[src/design/gwm_pkg.sv]
// ----------------------------------------------------------------------------
// gwm_pkg: shared types and constants for the glob wildcard matcher
// Holds the channel payloads, the per-position pattern view handed to each
// cell, the per-byte step control and the register index codes.
// ----------------------------------------------------------------------------
`default_nettype none

package gwm_pkg;

  // Pattern storage held by the configuration registers
  localparam int CFG_WORDS      = 4;
  localparam int WORD_W         = 64;
  localparam int BYTES_PER_WORD = WORD_W / 8;
  localparam int PAT_BYTES      = CFG_WORDS * BYTES_PER_WORD;
  localparam int LEN_W          = 6;
  localparam int REG_IDX_W      = 3;

  // Register index codes
  localparam logic [REG_IDX_W-1:0] REG_WORD_0 = 3'd0;
  localparam logic [REG_IDX_W-1:0] REG_WORD_1 = 3'd1;
  localparam logic [REG_IDX_W-1:0] REG_WORD_2 = 3'd2;
  localparam logic [REG_IDX_W-1:0] REG_WORD_3 = 3'd3;
  localparam logic [REG_IDX_W-1:0] REG_LENGTH = 3'd4;

  // Pattern metacharacters
  localparam logic [7:0] STAR_CHAR = 8'h2A;
  localparam logic [7:0] ANY_CHAR  = 8'h3F;

  // Input item: one filename byte
  typedef struct packed {
    logic [7:0] name_byte;
    logic       name_end;
  } name_item_t;

  // Result item
  typedef struct packed {
    logic matched;
  } result_item_t;

  // Configuration write
  typedef struct packed {
    logic [REG_IDX_W-1:0] index;
    logic [WORD_W-1:0]    value;
  } cfg_write_t;

  // Per-position view of the pattern, as seen by one cell
  typedef struct packed {
    logic       en;    // position lies below the effective length
    logic       star;  // pattern byte is a star
    logic       any;   // pattern byte is a single-character wildcard
    logic [7:0] pat;   // literal pattern byte
  } pos_cfg_t;

  // Step control broadcast to all cells
  typedef struct packed {
    logic       take;  // a name byte transfers this cycle
    logic       last;  // that byte ends the name
    logic [7:0] chr;   // the name byte
  } step_t;

endpackage

`default_nettype wire

[src/design/gwm_cell.sv]
// ----------------------------------------------------------------------------
// gwm_cell: one pattern position of the matcher
// Holds the active bit of its position, extends star closure to its right
// neighbor and hands an advance to it when the name byte is consumed.
// ----------------------------------------------------------------------------
`default_nettype none

module gwm_cell import gwm_pkg::*; #(
  parameter logic START = 1'b0
) (
  input  wire logic     clk,
  input  wire logic     rst,
  input  wire step_t    step,
  input  wire pos_cfg_t pcfg,
  input  wire logic     cin,
  input  wire logic     adv_in,
  output logic          cout,
  output logic          adv_out,
  output logic          nxt
);

  logic act;
  logic cur;
  logic hit;

  // Close over stars from the left, then decide stay or advance
  always_comb begin
    cur     = act | cin;
    cout    = cur & pcfg.en & pcfg.star;
    hit     = pcfg.any | (pcfg.pat == step.chr);
    adv_out = cur & pcfg.en & ~pcfg.star & hit;
    nxt     = cout | adv_in;
  end

  // Advance the active bit on each transfer; restart after the last byte
  always_ff @(posedge clk) begin
    if (rst) begin
      act <= START;
    end else if (step.take) begin
      act <= step.last ? START : nxt;
    end
  end

endmodule

`default_nettype wire

[config.mk]
export PLATFORM = sky130hd
export DESIGN_NAME = gwm_cell
export DESIGN_NICKNAME = d
export VERILOG_FILES = /design/src/design/gwm_pkg.sv /design/src/design/gwm_cell.sv
export SDC_FILE = /design/constraint.sdc
export NUM_CORES = 1
export LEC_CHECK = 0
export BUFFER_PORTS_ARGS = -buffer_cell sky130_fd_sc_hd__buf_4
export CAP_MARGIN = 10
export CORE_AREA = 10 10 47 49
export CTS_CLUSTER_SIZE = 20
export DETAILED_ROUTE_END_ITERATION = 12
export DIE_AREA = 0 0 57 59
export PLACE_DENSITY_LB_ADDON = 0.05
export SLEW_MARGIN = 20
export SYNTH_ARGS = -nofsm -noshare
export SYNTH_HDL_FRONTEND = slang
export SYNTH_SLANG_ARGS = --single-unit
export TNS_END_PERCENT = 1
[constraint.sdc]
create_clock -name clk -period 1.3 [get_ports clk]
set_input_delay 0.26 -clock clk [delete_from_list [all_inputs] [get_ports clk]]
set_output_delay 0.26 -clock clk [all_outputs]
set_load 0.01 [all_outputs]
==> results.md, run 1 <==
- Largest net degree at the start of global routing: 4
- Reg2reg path depth: 4
- Vias per Instance: 3.855
- Period utilisation layout: 110.9%
- Clock-pin slew on the worst setup and hold paths: 0 ns
- Slowest stage delay, CP: 0.29 ns
- Drt first pass iters: 1
- Hold_buf cts: 0
- TNS Setup: -0.1415 ns
- Biggest regs: act: 1 flops
- Synth cell types: 10
- Worst R2R Start: act$_SDFFE_PP0P_
- Hold Path Stages: 2
- CP cell instances: buf_4 -> xor2_1 -> nor4_1 -> a21oi_1 -> nor3_2 -> buf_4
- Synthesis-to-layout area growth: 145.2%
- Final hold violation count: 0
- P_leak: 0.1972 nW
- Hold Path Class: in2reg
- WHS Endpoint: act$_SDFFE_PP0P_
- Most used cell, CP: buf_4
- Net Sw Frac: 25.20%
- HP Start: rst
- CP max FO: 1
- Reg with most FFs: act
- Pwr Density: 346.9 mW/mm^2
- Outcome: finished, violations left
- Max_slew headroom: 82.75%
- Worst setup path class: in2out
- Fraction of layout cells with a size suffix above 1: 63.04%
- Initial core utilization: 11.25%
- Worst vdd ir: 0.1913 mV
- 1st-iter DRT viols: 0
- Max reg flops: 1
- Nets@finish: 73
- Post-synthesis average cell area: 8.297 sq um
- Slowest-stage cell, CP: nor4_1
- CP top delay family: simple AND/OR/NAND/NOR gates
- Antenna cells: 0
- Die Y: 59 um
- FF+latch count, synth: 1
- Post-Syn Instances: 19
- WP data required: 1.04 ns
- Post-Syn Area: 157.7 sq um
- Initial antenna violation count: 0
- Final max-slew violation count: 0
- Crit start category: input port
- Sequential share of the synthesized area: 12.70%
- Wire per inst: 11.97 um
- GPL Wtd Cong: 0.6211
- FP Rows: 14
- First-pass GRT wire length: 1193 um
- Worst setup margin: -0.1415 ns
- Core Region: 0.001401 sq mm
- Combinational Power Share: 74.9%
- Clk_skew: 0 ns
- Warnings, synthesis: 0
- DIE AREA: 0.003363 sq mm
- DRT Wirelength: 742 um
- Final setup fails: 1
- MaxCap Viol Count: 0
- Worst slew pin tran: 0.2564 ns
- Clock Latency Late Sink: 0 ns
- Final total power: 0.0001341 W
- Syn_nets: 44
- Fmax achieved: 0.6937 GHz
- Switch Pwr: 0.00003379 W
- Gr ovfl total: 0
- Number of port buffers: 27
- Antenna Violating Nets Remaining: 0
- Number of global-route vias before repair: 291
- Worst path bufs/invs: 2
- RR Endpoint: act$_SDFFE_PP0P_
- Data arrival, critical path: 1.18 ns
- Tmin final: 1.441 ns
- Failing checks: setup timing
- Post-DP HPWL: 725.7 um
- Clock Power Share: 0%
- I/O pin total: 28
- Vias after detailed routing: 239
- R2R Setup Slk: 0.29 ns
- Die W: 57 um
- RSZ-0062 raised after global routing: true
- Sequential share of power: 25.1%
- Drt drc: 0
- CP endpoint kind: output pin
- Internal power: 0.0001003 W
- Global Route Usage Sum: 3.976%
- Post-CTS setup buffer count: 0
area by class of cell:
type | count | area, sq um
fill | 163 | 1015
multi-input combinational | 18 | 143.9
sequential | 1 | 20.02
tap | 16 | 20.02
timing repair buffer | 27 | 202.7
cells by family after synthesis:
group,after synthesis,synth area share [%]
AOI/OAI and AO/OA,4,15.87
xor gates and xnor gates,8,44.45
DFF,1,12.70
and+or+nand+nor,6,26.99
layer usage:
| metal | up-vias | share of wire (%) | global-route usage (%) |
|---|---|---|---|
| met1 | 100 | 37 | 4.276 |
| met5 | - | 0 | 0 |
| li1 | 122 | - | - |
| met2 | 17 | 51 | 7.442 |
| met3 | 0 | 13 | 1.717 |
| met4 | 0 | 0 | 0 |
power by group through the flow:
stage	clock (W)	sequential, W	combinational (W)
3_5_place_dp	0	0.0000337	0.0000993
4_1_cts	0	0.0000337	0.0000999
2_1_floorplan	0	0.0000334	0.0000288
5_1_grt	0	0.0000338	0.000112
6_report	0	0.0000336	0.000100
3_3_place_gp	0	0.0000336	0.0000969
timing repair:
action	4_1_cts	5_1_grt
pin swaps	1	0
resized for setup	0	1
setup endpoints to repair	1	1
Yosys cell counts, drive strengths merged:
master | n | area (sq um)
a21oi | 2 | 10.01
dfxtp | 1 | 20.02
nand2b | 1 | 6.260
nand3b | 1 | 7.510
nor3 | 1 | 10.01
nor4 | 2 | 12.51
o211a | 1 | 10.01
o21ai | 1 | 5.000
or2 | 1 | 6.260
xor2 | 8 | 70.07
metrics by stage:
stage                     worst slack, ns  instance area, sq um  cells  hold slack, ns  util [%]
after floorplan                    0.1076                 157.7     19          0.3291         -
after global placement            -0.1843                 380.4     62          0.4150     27.14
after detailed placement          -0.1572                 380.4     62          0.4200     27.14
after CTS                         -0.1565                 380.4     62          0.4200     27.14
after global routing              -0.2699                 386.6     62          0.4304     27.59
final                             -0.1415                 386.6     62          0.4173     27.59
cells in the final DEF, fill, tap and decap left out:
cell type   n
a21oi_1     2
buf_4      27
dfxtp_1     1
nand2b_1    1
nand3b_1    1
nor3_2      1
nor4_1      1
nor4_2      1
o211a_1     1
o21ai_0     1
or2_1       1
xor2_1      8
worst max-delay path by stage:
stage                         end  slack (ns)  cells past startpoint     from
after detailed placement  adv_out       -0.16                      6  step[3]
after floorplan           adv_out        0.11                      4  step[3]
after global routing      adv_out       -0.27                      6  step[7]
after CTS                 adv_out       -0.16                      6  step[7]
after global placement    adv_out       -0.18                      6  step[3]
final                     adv_out       -0.14                      6  step[7]
No activity file was read; power rests on OpenSTA's default activity.
==> inputs of run 2 (changes only) <==
Settings changed: ABC_AREA set to 1.
==> results.md, run 2 <==
- DRT Wirelength: 826 um (+11%)
- Max reg flops: 1 (unchanged)
- First-pass GRT wire length: 1359 um (+14%)
- Commonest non-fill, non-tap cells in the layout: 20 x buf_4, 18 x nand2_1, 8 x inv_1, 7 x buf_6, 4 x xnor2_2
- Warnings, synthesis: 0 (unchanged)
- Biggest regs: act: 1 flops
- Post-Syn Instances: 43 (+24)
- R2R Setup Slk: 0.51 ns (+0.22 ns)
- Initial antenna violation count: 0 (unchanged)
- Post-synthesis average cell area: 5.179 sq um (-38%)
- Worst vdd ir: 0.2018 mV (+5.5%)
- Outcome: completed
- Global Route Usage Sum: 4.370% (+0.39 points)
- Worst slew pin tran: 0.1666 ns (-0.08982 ns)
- Synthesis-to-layout area growth: 125.3%
- Register area: 20.02 sq um (unchanged)
- Number of global-route vias before repair: 363 (+25%)
- Ys flop type: dfxtp_1
- Antenna cells: 0 (unchanged)
- Share of the synthesized area in the top cell type: 30.34% (-14 points)
- Drt drc: 0 (unchanged)
- Placed cell count: 86 (+39%)
- Multi-input logic area: 191.4 sq um (+33%)
- HP Start: step[9]
- Final setup fails: 0 (-1)
- Antenna Violating Nets Remaining: 0 (unchanged)
- WP data required: 1.04 ns (about the same)
- Die Y: 59 um (unchanged)
- Final max-slew violation count: 0 (unchanged)
- CP max FO: 1 (unchanged)
- Tmin final: 1.246 ns (-0.1950 ns)
- CP endpoint kind: output pin
- Fraction of layout cells with a size suffix above 1: 52.86% (-10 points)
- Die W: 57 um (unchanged)
- Final-layout fill cell count: 164 (+0.61%)
- Non-Filler Instances: 86 (+39%)
- Data arrival, critical path: 0.99 ns (-0.19 ns)
- Core Region: 0.001401 sq mm (unchanged)
- Post-layout util: 35.80% (+8.2 points)
- Commonest non-fill, non-tap cell in the layout: buf_4
- Top cells by area, synth: nand2_1 30%, inv_1 19%, xnor2_1 16%
- Initial core utilization: 15.89% (+4.6 points)
- FP Rows: 14 (unchanged)
- Wire per inst: 9.605 um (-20%)
- Clock-pin slew on the worst setup and hold paths: 0 ns (unchanged)
- DIE AREA: 0.003363 sq mm (unchanged)
- Ys async rst share: 0% (unchanged)
- Vias after detailed routing: 338 (+41%)
- RR Endpoint: act$_SDFFE_PP0P_
- WHS Endpoint: act$_SDFFE_PP0P_
- Max_slew headroom: 88.89% (+6.1 points)
- TNS Setup: 0 ns (+0.1415 ns)
- MaxCap Viol Count: 0 (unchanged)
- Post-Syn Area: 222.7 sq um (+41%)
- Period utilisation layout: 95.88% (-15 points)
- Final hold violation count: 0 (unchanged)
- Sequential share of the synthesized area: 8.989% (-3.7 points)
- Synth cell types: 11 (+1)
- I/O pin total: 28 (unchanged)
- Fmax achieved: 0.8023 GHz (+16%)
- Nets@finish: 97 (+33%)
- Worst setup margin: 0.05351 ns (+0.1950 ns)
- Place WS: 0.03938 ns (+0.1966 ns)
- 1st-iter DRT viols: 1 (+1)
- Min Hold Slack: 0.4483 ns (+0.03105 ns)
- Worst R2R Start: act$_SDFFE_PP0P_
- Most common cell in the netlist: nand2_1
- Pwr Density: 341.2 mW/mm^2 (-1.6%)
- Drt first pass iters: 2 (+1)
- Clk_skew: 0 ns (unchanged)
- Synth cell count leaders: 18 x nand2_1, 11 x inv_1, 4 x xnor2_1, 3 x nor2_1
- GPL Wtd Cong: 0.6071 (-2.3%)
- Post-DP HPWL: 730.6 um (+0.68%)
- RSZ-0062 raised after global routing: true
- Hold Path Stages: 2 (unchanged)
- Clock Latency Late Sink: 0 ns (unchanged)
- Worst setup path class: in2out
- Count of flip-flops with a built-in enable after synthesis: 0 (unchanged)
- Largest net degree at the start of global routing: 4 (unchanged)
- FF+latch count, synth: 1 (unchanged)
- Crit start category: input port
- Syn_nets: 68 (+55%)
- Synth area leader: nand2_1
- Number of port buffers: 27 (unchanged)
- P_leak: 0.2984 nW (+51%)
- Reg2reg path depth: 4 (unchanged)
- Vias per Instance: 3.930 (+2.0%)
- Reg with most FFs: act
- Hold Path Class: in2reg
- Gr ovfl total: 0 (unchanged)
[run 2: cells by family (layout without fill, tap and decap cells)]
group	Yosys count	count (layout)	share of synthesized area [%]
flops	1	1	8.989
simple gates	22	22	38.20
compound gates	5	5	18.54
xor+xnor	4	4	15.73
buf+inv	11	38	18.54
[run 2: worst max-delay path by stage]
stage / start / endpoint / slack (ns) / depth (start not counted)
floorplan: act$_SDFFE_PP0P_ / adv_out / 0.29 / 3
global placement: step[1] / adv_out / 0.006 / 7
CTS: step[6] / adv_out / 0.04 / 7
detailed placement: step[6] / adv_out / 0.04 / 7
finish: pcfg[1] / adv_out / 0.05 / 7
global route: pcfg[4] / adv_out / -0.04 / 7
[run 2: per-stage QoR]
step | cell area [sq um] | power [W]
2_1_floorplan | 222.7 | 0.00008000
3_3_place_gp | 445.4 | 0.0001519
3_5_place_dp | 445.4 | 0.0001523
4_1_cts | 445.4 | 0.0001528
5_1_grt | 501.7 | 0.0001857
6_report | 501.7 | 0.0001712
[run 2: layout make-up]
| cell class | instances | share of cell area (%) |
|---|---|---|
| flip-flops and latches | 1 | 3.990 |
| multi-input cells | 31 | 38.15 |
| well taps | 16 | 3.990 |
| inverters | 11 | 8.229 |
| repair buffers | 27 | 45.64 |
[run 2: where the power goes]
| group | switching (W) | internal [W] | total, W |
|---|---|---|---|
| clock | 0 | 0 | 0 |
| combinational | 0.0000464 | 0.0000899 | 0.000136 |
| sequential | 0.00000142 | 0.0000334 | 0.0000348 |
| total | 0.0000479 | 0.000123 | 0.000171 |
[run 2: what timing repair did]
item                                    CTS  global route
resized for setup                         0            14
hold buffers                              0             0
endpoints found under the setup margin    0             1
setup buffers                             0             0
[run 2: critical path, stage by stage]
cell and delay, ns:
buf_6 0.09, xnor2_2 0.13, nand2_1 0.06, nor2_1 0.11, nand2_1 0.07, a21oi_2 0.13, buf_4 0.13
[run 2: metal layers]
layer	GRT usage, %	vias up	wire length (um)
met5	0	-	0
met4	0	0	0
met3	1.073	0	68
met2	9.147	13	471
met1	4.410	148	286
li1	-	177	-
==> inputs of run 3 (changes only) <==
Settings changed: CELL_PAD_IN_SITES_DETAIL_PLACEMENT set to 1, CELL_PAD_IN_SITES_GLOBAL_PLACEMENT set to 2, CORE_AREA 10 10 47 49 to not set, CORE_MARGIN set to 10, CORE_UTILIZATION set to 10, DIE_AREA 0 0 57 59 to not set, PLACE_DENSITY set to 0.7, PLACE_DENSITY_LB_ADDON 0.05 to not set.
Clock period 1.3 ns to 1.1 ns, I/O delays scaled along.
==> results.md, run 3 (same netlist as run 2, synthesis figures left out) <==
- RSZ-0062 raised after global routing: true
- Core Region: 0.002170 sq mm (+55%)
- WP data required: 0.88 ns (-0.16 ns)
- Fmax achieved: 0.8459 GHz
- Nets@finish: 98 (+1.0%)
- Placed inst area: 467.9 sq um (+5.1%)
- Clock-pin slew on the worst setup and hold paths: 0 ns (unchanged)
- Die W: 67.19 um (+18%)
- Clk_skew: 0 ns (unchanged)
- Final total power: 0.0001993 W (+16%)
- Fraction of layout cells with a size suffix above 1: 50.70% (-2.2 points)
- Outcome: finished, violations left
- Synthesis-to-layout area growth: 124.7%
- Largest net degree at the start of global routing: 3 (-1)
- Tmin final: 1.182 ns
- Gr ovfl total: 0 (unchanged)
- Placed cell count: 99 (+15%)
- Antenna Violating Nets Remaining: 0 (unchanged)
- Global Route Usage Sum: 4.371% (about the same)
- Max reg flops: 1 (unchanged)
- DIE AREA: 0.004515 sq mm (+34%)
- Biggest regs: act: 1 flops
- Non-Filler Instances: 99 (+15%)
- MaxCap Viol Count: 0 (unchanged)
- Worst setup path class: in2out
- Hold Path Class: in2reg
- First-pass GRT wire length: 1683 um (+24%)
- I/O pin total: 28 (unchanged)
- DRT Wirelength: 940 um (+14%)
- Initial antenna violation count: 0 (unchanged)
- Final hold violation count: 0 (unchanged)
- Worst setup margin: -0.08218 ns (-0.1357 ns)
- Number of port buffers: 27 (unchanged)
- Worst slew pin tran: 0.1321 ns (-0.03446 ns)
- CP endpoint kind: output pin
- Initial core utilization: 10.27% (-5.6 points)
- P_leak: 0.2930 nW (-1.8%)
- Final setup fails: 1 (+1)
- Post-DP HPWL: 890.1 um (+22%)
- Die Y: 67.19 um (+14%)
- 1st-iter DRT viols: 4 (+3)
- Final max-slew violation count: 0 (unchanged)
- Clock Latency Late Sink: 0 ns (unchanged)
- GPL Wtd Cong: 0.7245 (+19%)
- Wire per inst: 9.495 um (-1.1%)
- Reg with most FFs: act
- Fin area: 500.5 sq um (-0.25%)
- CP max FO: 1 (unchanged)
- Pwr Density: 398.2 mW/mm^2 (+17%)
- Place WS: -0.1063 ns (-0.1457 ns)
- Commonest non-fill, non-tap cells in the layout: 26 x buf_4, 18 x nand2_1, 10 x inv_1, 3 x xnor2_2
- Antenna cells: 0 (unchanged)
- FP Rows: 17 (+3)
- Number of global-route vias before repair: 414 (+14%)
- Commonest non-fill, non-tap cell in the layout: buf_4
- Max_slew headroom: 91.19% (+2.3 points)
- Data arrival, critical path: 0.96 ns (-0.03 ns)
- Vias after detailed routing: 340 (+0.59%)
- Vias per Instance: 3.434 (-13%)
- Drt first pass iters: 2 (unchanged)
- Period utilisation layout: 107.5%
- Worst vdd ir: 0.2523 mV (+25%)
- Crit start category: input port
- Failing checks: setup timing
- Drt drc: 0 (unchanged)
==> run 3: layout make-up <==
class / instances / area [sq um]
multi-input cells: 31 / 186.4
inverters: 11 / 41.29
fillers: 293 / 1669
repair buffers: 28 / 217.7
well taps: 28 / 35.03
flip-flops and latches: 1 / 20.02
==> run 3: path summary, 6_finish.rpt <==
path	startpoint	to	slack (ns)	depth (start not counted)
max	step[6]	adv_out	-0.08	7
min	step[9]	act$_SDFFE_PP0P_	0.41	2
max reg2reg	act$_SDFFE_PP0P_	act$_SDFFE_PP0P_	0.19	5
min reg2reg	act$_SDFFE_PP0P_	act$_SDFFE_PP0P_	0.52	2
==> run 3: layer usage <==
layer	vias up	routed length (um)	GRT usage, %
met2	19	465	8.057
met4	0	0	0
met5	-	0	0
met1	142	345	4.766
li1	179	-	-
met3	0	129	1.983
==> run 3: power by group <==
group	internal (W)	switching, W
combinational	0.000101	0.0000573
sequential	0.0000395	0.00000148
clock	0	0
==> run 3: critical path, stage by stage <==
cell and delay (ns):
buf_4 0.12, xnor2_2 0.13, nand2_1 0.08, nor2_2 0.11, nand2_1 0.07, a21oi_2 0.11, buf_4 0.13
==> run 3: through the flow <==
| stage | setup TNS [ns] | hold slack [ns] | utilization, % |
|---|---|---|---|
| finish | -0.08218 | 0.4122 | 23.07 |
| global route | -0.1714 | 0.4404 | 23.07 |
| CTS | -0.09683 | 0.4158 | 22.61 |
| detailed placement | -0.1063 | 0.4165 | 21.57 |
| global placement | -0.1079 | 0.4076 | 21.57 |
| floorplan | 0 | 0.3126 | - |
==> run 3: repair_timing <==
action | in CTS | in global routing
pin swaps | 0 | 1
setup buffers | 0 | 0
endpoints found under the setup margin | 1 | 1
hold buffers | 0 | 0
resized for setup | 4 | 3
